<file path="config.mk">
export PLATFORM = sky130hd
export DESIGN_NAME = rgb_pixel_blend_unit_core
export DESIGN_NICKNAME = d
export VERILOG_FILES = /design/src/rtl/rpbu_pkg.sv /design/src/rtl/rgb_pixel_blend_unit_core.sv
export SDC_FILE = /design/constraint.sdc
export NUM_CORES = 2
export LEC_CHECK = 0
export BUFFER_PORTS_ARGS = -buffer_cell sky130_fd_sc_hd__buf_4
export CAP_MARGIN = 20
export CORE_ASPECT_RATIO = 1.5
export CORE_MARGIN = 4
export CORE_UTILIZATION = 41
export CTS_CLUSTER_SIZE = 25
export DETAILED_ROUTE_END_ITERATION = 8
export PLACE_DENSITY_LB_ADDON = 0.12
export SLEW_MARGIN = 20
export SYNTH_ARGS = -nofsm -noshare
export SYNTH_HDL_FRONTEND = slang
export SYNTH_SLANG_ARGS = --single-unit
</file>
<file path="constraint.sdc">
create_clock -name clk -period 11.6 [get_ports clk]
set_clock_uncertainty 0.05 [all_clocks]
set_input_delay 2.32 -clock clk [delete_from_list [all_inputs] [get_ports clk]]
set_output_delay 2.32 -clock clk [all_outputs]
set_load 0.01 [all_outputs]
</file>
<file path="src/rtl/rpbu_pkg.sv">
package rpbu_pkg;

    localparam logic [3:0] MODE_NONE     = 4'd0;
    localparam logic [3:0] MODE_SET      = 4'd1;
    localparam logic [3:0] MODE_MULTIPLY = 4'd2;
    localparam logic [3:0] MODE_LIGHTEN  = 4'd3;
    localparam logic [3:0] MODE_DARKEN   = 4'd4;
    localparam logic [3:0] MODE_SCREEN   = 4'd5;
    localparam logic [3:0] MODE_DODGE    = 4'd6;
    localparam logic [3:0] MODE_CBURN    = 4'd7;
    localparam logic [3:0] MODE_ADD      = 4'd8;
    localparam logic [3:0] MODE_ADDA     = 4'd9;
    localparam logic [3:0] MODE_BURN     = 4'd10;
    localparam logic [3:0] MODE_OVERLAY  = 4'd11;
    localparam logic [3:0] MODE_ALPH     = 4'd12;
    localparam logic [3:0] MODE_DEFAULT  = 4'd13;

    localparam logic [7:0] CHAN_MAX     = 8'd255;
    localparam logic [7:0] OVERLAY_SPLIT = 8'd128;

    typedef struct packed {
        logic [3:0] cmd;
        logic [7:0] dst_red;
        logic [7:0] dst_green;
        logic [7:0] dst_blue;
        logic [7:0] src_red;
        logic [7:0] src_green;
        logic [7:0] src_blue;
    } req_t;

    typedef struct packed {
        logic [7:0] out_red;
        logic [7:0] out_green;
        logic [7:0] out_blue;
    } rsp_t;

    // how the final stage forms the channel, from the quotient or the direct value
    typedef enum logic [1:0] {
        POST_DIRECT,
        POST_SAT,
        POST_INV
    } post_t;

    typedef struct packed {
        post_t       post;
        logic [7:0]  direct;
        logic [15:0] num;
        logic [7:0]  den;
        logic [7:0]  rem;
        logic [8:0]  quo;
        logic        ovf;
    } chan_t;

endpackage

</file>
<file path="src/rtl/rgb_pixel_blend_unit_core.sv">
// Blends a source RGB pixel into a destination RGB pixel under one of the
// blend modes selected by cmd, one pixel per clock while the output is not
// stalled. Each channel has one 8x8 multiplier in the first stage and a
// pipelined restoring divider that resolves three quotient bits in each of
// the next three stages; the last stage saturates or inverts the quotient,
// or passes the direct value, into the result register.
// Both ports use valid/ready and a stall at the output only holds the
// stages that are occupied, so bubbles still close up behind it.
module rgb_pixel_blend_unit_core
(
    input  logic            clk,
    input  logic            rst_n,
    input  logic            req_valid,
    output logic            req_ready,
    input  rpbu_pkg::req_t  req_data,
    output logic            rsp_valid,
    input  logic            rsp_ready,
    output rpbu_pkg::rsp_t  rsp_data
);
    import rpbu_pkg::*;

    function automatic chan_t chan_prep(input logic [3:0] mode, input logic [7:0] d,
                                        input logic [7:0] s);
        chan_t       c;
        logic [7:0]  a;
        logic [7:0]  b;
        logic        sh;
        logic [8:0]  sum;
        logic [15:0] prod;
        c = '0;
        c.post = POST_DIRECT;
        c.direct = d;
        c.den = CHAN_MAX;
        a = '0;
        b = '0;
        sh = 1'b0;
        sum = {1'b0, d} + {1'b0, s};
        unique case (mode) inside
            MODE_SET:      c.direct = s;
            MODE_MULTIPLY:
            begin
                a = d;
                b = s;
                c.post = POST_SAT;
            end
            MODE_LIGHTEN:  c.direct = (d > s) ? d : s;
            MODE_DARKEN:   c.direct = (d < s) ? d : s;
            MODE_SCREEN:
            begin
                a = ~d;
                b = ~s;
                c.post = POST_INV;
            end
            MODE_DODGE:
            begin
                if (d != CHAN_MAX)
                begin
                    a = CHAN_MAX;
                    b = s;
                    c.den = ~d;
                    c.post = POST_SAT;
                end
            end
            MODE_CBURN:
            begin
                if (s != 8'd0)
                begin
                    a = CHAN_MAX;
                    b = ~d;
                    c.den = s;
                    c.post = POST_INV;
                end
            end
            MODE_ADD, MODE_ADDA:
                c.direct = sum[8] ? CHAN_MAX : sum[7:0];
            MODE_BURN:
                c.direct = (sum > {1'b0, CHAN_MAX}) ? 8'(sum - {1'b0, CHAN_MAX}) : 8'd0;
            MODE_OVERLAY:
            begin
                sh = 1'b1;
                if (s <= OVERLAY_SPLIT)
                begin
                    a = s;
                    b = d;
                    c.post = POST_SAT;
                end
                else
                begin
                    a = ~s;
                    b = ~d;
                    c.post = POST_INV;
                end
            end
            default:       c.direct = d;
        endcase
        prod = 16'(a) * 16'(b);
        c.num = sh ? {prod[14:0], 1'b0} : prod;
        return c;
    endfunction

    function automatic chan_t div_init(input chan_t c);
        chan_t r;
        r = c;
        r.ovf = ({1'b0, c.num[15:9]} >= c.den);
        r.rem = {1'b0, c.num[15:9]};
        r.quo = '0;
        return r;
    endfunction

    function automatic chan_t div3(input chan_t c, input logic [3:0] top);
        chan_t      r;
        logic [8:0] part;
        logic [3:0] idx;
        r = c;
        for (int k = 0; k < 3; k++)
        begin
            idx = top - 4'(k);
            part = {r.rem, r.num[idx]};
            if (part >= {1'b0, r.den})
            begin
                r.rem = 8'(part - {1'b0, r.den});
                r.quo = {r.quo[7:0], 1'b1};
            end
            else
            begin
                r.rem = part[7:0];
                r.quo = {r.quo[7:0], 1'b0};
            end
        end
        return r;
    endfunction

    function automatic logic [7:0] chan_post(input chan_t c);
        logic       big;
        logic [7:0] r;
        big = c.ovf | c.quo[8];
        case (c.post)
            POST_SAT: r = big ? CHAN_MAX : c.quo[7:0];
            POST_INV: r = big ? 8'd0 : ~c.quo[7:0];
            default:  r = c.direct;
        endcase
        return r;
    endfunction

    chan_t s1_reg [3];
    chan_t s2_reg [3];
    chan_t s3_reg [3];
    chan_t s4_reg [3];
    chan_t s1_next [3];
    chan_t s2_next [3];
    chan_t s3_next [3];
    chan_t s4_next [3];
    rsp_t  out_reg;
    rsp_t  out_next;
    logic  v1_reg;
    logic  v2_reg;
    logic  v3_reg;
    logic  v4_reg;
    logic  vo_reg;
    logic  adv1;
    logic  adv2;
    logic  adv3;
    logic  adv4;
    logic  adv_o;

    assign adv_o = !vo_reg || rsp_ready;
    assign adv4  = !v4_reg || adv_o;
    assign adv3  = !v3_reg || adv4;
    assign adv2  = !v2_reg || adv3;
    assign adv1  = !v1_reg || adv2;
    assign req_ready = adv1;

    always_comb
    begin
        s1_next[0] = chan_prep(req_data.cmd, req_data.dst_red, req_data.src_red);
        s1_next[1] = chan_prep(req_data.cmd, req_data.dst_green, req_data.src_green);
        s1_next[2] = chan_prep(req_data.cmd, req_data.dst_blue, req_data.src_blue);
        for (int i = 0; i < 3; i++)
        begin
            s2_next[i] = div3(div_init(s1_reg[i]), 4'd8);
            s3_next[i] = div3(s2_reg[i], 4'd5);
            s4_next[i] = div3(s3_reg[i], 4'd2);
        end
        out_next.out_red   = chan_post(s4_reg[0]);
        out_next.out_green = chan_post(s4_reg[1]);
        out_next.out_blue  = chan_post(s4_reg[2]);
    end

    always_ff @(posedge clk or negedge rst_n)
    begin
        if (!rst_n)
        begin
            v1_reg <= 1'b0;
            v2_reg <= 1'b0;
            v3_reg <= 1'b0;
            v4_reg <= 1'b0;
            vo_reg <= 1'b0;
        end
        else
        begin
            if (adv1)
                v1_reg <= req_valid;
            if (adv2)
                v2_reg <= v1_reg;
            if (adv3)
                v3_reg <= v2_reg;
            if (adv4)
                v4_reg <= v3_reg;
            if (adv_o)
                vo_reg <= v4_reg;
        end
    end

    always_ff @(posedge clk)
    begin
        if (adv1)
            s1_reg <= s1_next;
        if (adv2)
            s2_reg <= s2_next;
        if (adv3)
            s3_reg <= s3_next;
        if (adv4)
            s4_reg <= s4_next;
        if (adv_o)
            out_reg <= out_next;
    end

    assign rsp_valid = vo_reg;
    assign rsp_data  = out_reg;

    // a full pipe with a stalled result cannot take a new transfer
    a_full_blocks: assert property (@(posedge clk) disable iff (!rst_n)
        (v1_reg && v2_reg && v3_reg && v4_reg && vo_reg && !rsp_ready) |-> !req_ready)
        else $error("request taken into a full stalled pipe");

    a_enter: assert property (@(posedge clk) disable iff (!rst_n)
        (req_valid && req_ready) |=> v1_reg)
        else $error("accepted transfer did not reach the first stage");

    a_no_invent: assert property (@(posedge clk) disable iff (!rst_n)
        $rose(rsp_valid) |-> $past(v4_reg))
        else $error("result appeared without an item in the last stage");

    a_drain: assert property (@(posedge clk) disable iff (!rst_n)
        (rsp_valid && rsp_ready && !v4_reg) |=> !rsp_valid)
        else $error("result repeated after transfer");

endmodule
</file>
==> out/metrics.cfg <==
[status]
status = completed

[detailed_routing]
via_count = 25100
drt_wl_total_um = 83600
m1WireLength_um = 36700
wl_met2_um = 42100
dr.pass1.iters = 5
via_per_inst = 5.31
highest_layer = met4
wl_met3_um = 2840
wl_per_cell_um = 17.7
ant_nets = 0
first_iter_violations = 1181
route.detailed.drc = 0

[clock_network]
hold_buffers = 0
cts-root-buf = clkbuf_16
clk_path_buf_depth = 3
post-cts-setup-buffers = 0
cts_buffers = 43
cts_tree = done
htree_levels = 2
cts_resized = 0
clk_latency_ns = 0.60
clk_pin_slew_ns = 0.07
clock_sinks = 407

[pwr]
p_per_area_nw_per_um2 = 180
leakage_nw = 17.4
peakVddDrop_mv = 0.109

[timing]
setup_viol = 0
timing_hold_violations_final = 0
fmax_mhz = 115
slew_viol_final = 0
period_minus_slack_ns = 8.73
fin_crit_sh_pct = 75.3
relSlewSlack_pct = 22.1
setup_ws_ns = 2.87
tns_ns = 0
whs_ns = 0.362
rsz0062_at_grt = false
tightest_slew_ns = 1.14

[logic_synthesis]
synth.distinct_cells = 84
ys_ff_latch = 407
synth-edff-count = 402
avgSynthCellArea_um2 = 9.86
ys.flop_type = edfxtp_1
synth_commonest_cells = edfxtp_1, ha_1, inv_1
synthTopCellsByArea = edfxtp_1, ha_1, fa_1
synth.top_cell.area_share_pct = 35.0
synth_cells = 3495
synth_area_um2 = 34400
postSynth.asyncResetShare_pct = 1.23
synth-seq-area-share_pct = 35.4
ys_warn_count = 0
syn_nets = 4088
yosys.area.top_type = edfxtp_1

[global_routing]
grt_usage_pct = 18.8
grt_max_degree = 64
grt_pass1_wl_um = 136000
grt_pass1_vias = 25600
overflow = 0
antenna_found_initial = 2

[floorplanning]
die_x_um = 245
rows = 129
start_util_pct = 41.5
die-height_um = 363
die-area_um2 = 88800
fp.coreArea_um2 = 83000
pin_count = 82

[min_path]
hp-class = reg2reg
min_path_cells = 0

[worst_setup_path]
slowest_stage = a211oi_1
criticalPathCategory = in2reg
worstPathCellList = buf_4 -> nor4_1 -> nand2_1 -> o21ai_1 -> inv_1 -> nor2_1 -> o211ai_1 -> a211oi_1 -> or2_2 -> fa_1 -> fa_1 -> inv_1 -> fa_1 -> inv_1 -> fa_1 -> inv_1 -> ha_1 -> o21ai_0 -> nand2b_1 -> a31o_2 -> a41o_1 -> o41a_1 -> xnor2_1 -> o21ai_0
max_stage_delay_ns = 0.84
worstSetupEndpointType = flop
cp.arrival_ns = 9.00
r2r_cells = 27
worstPathRequired_ns = 11.87
path_buf_inv = 5
worstSetupStartpointType = input port
critPathTopFamily = adder cells
cp_num_cells = 24
crit_fanout = 8

[layout]
num-nets-final = 4172
regArea_um2 = 12200
area.growth.synth_to_final_pct = 10.1
drive_gt1_share_pct = 10.3
multi_input_area_um2 = 20600
stdcell_area_um2 = 37900
nFillCells = 8026

[run]
maxCapViolCount = 0

[placed_design]
globalplace.congestion = 0.900
place_ws_ns = 2.18
postPlaceCellArea_um2 = 36400
port_buffers = 81
dp.final_hpwl_um = 66400

cell usage in the layout, fill, tap and decap left out, types with 27 or more instances in the layout:
master       n
ha_1       402
edfxtp_1   402
inv_1      384
nor2_1     378
a21oi_1    233
nand2_1    231
o21ai_0    209
xnor2_1    137
fa_1       135
buf_4      112
mux2_2      85
xor2_1      63
a21o_1      61
or2_2       60
mux2i_1     57
nor2b_1     57
nor3_1      46
nand2b_1    44
clkbuf_16   43
nand4_1     40
a211oi_1    35
o21a_1      27
report_power, final:
group          switching (mW)  internal, mW  total (mW)
Sequential              0.151          2.11        2.27
Clock                   0.597         0.810        1.41
Combinational            1.76          1.39        3.15
Total                    2.50          4.32        6.82
metal layers:
| metal | up-vias | GRT usage (%) |
|---|---|---|
| met2 | 467 | 34.0 |
| met3 | 116 | 1.98 |
| li1 | 12500 | - |
| met1 | 12000 | 23.9 |
| met5 | - | 0 |
| met4 | 0 | 5.15 |
kinds of logic (layout without fill, tap and decap cells):
family / after synthesis / count (layout) / share of synthesized area, %
DFF: 407 / 407 / 35.4
and+or+nand+nor: 949 / 949 / 12.7
buffers and inverters: 461 / 576 / 5.02
xor gates and xnor gates: 200 / 200 / 5.08
adders and majority gates: 537 / 537 / 22.4
other: 0 / 1 / 0
muxes: 150 / 150 / 4.77
AOI/OAI and AO/OA: 791 / 791 / 14.6
area by class of cell:
type                       count  share of cell area (%)
clock inverter                29                   0.993
sequential                   407                    32.2
clock buffer                  47                    2.88
timing repair buffer         113                    2.23
inverter                     387                    3.83
multi-input combinational   2627                    54.2
antenna                        1                 0.00660
tap                         1113                    3.67
final timing paths:
path | startpoint | to | slack, ns
setup / recovery | req_data[11] | s1_reg[93] | 2.87
hold / removal | s3_reg[47] | s4_reg[47] | 0.36
setup reg to reg | s1_reg[19] | s2_reg[13] | 3.37
hold reg to reg | s3_reg[47] | s4_reg[47] | 0.36
max in group asynchronous | rst_n | v1_reg | 9.91
min in group asynchronous | rst_n | rsp_valid | 1.48
stage by stage:
stage / util, % / std cells / power [mW]
final: 45.7 / 4724 / 6.82
after CTS: 45.7 / 4722 / 6.91
after floorplan: - / 3495 / 4.67
after global routing: 45.7 / 4723 / 7.40
after global placement: 43.9 / 4646 / 5.44
after detailed placement: 43.9 / 4646 / 5.46
Power figures use the tool's default switching activity.
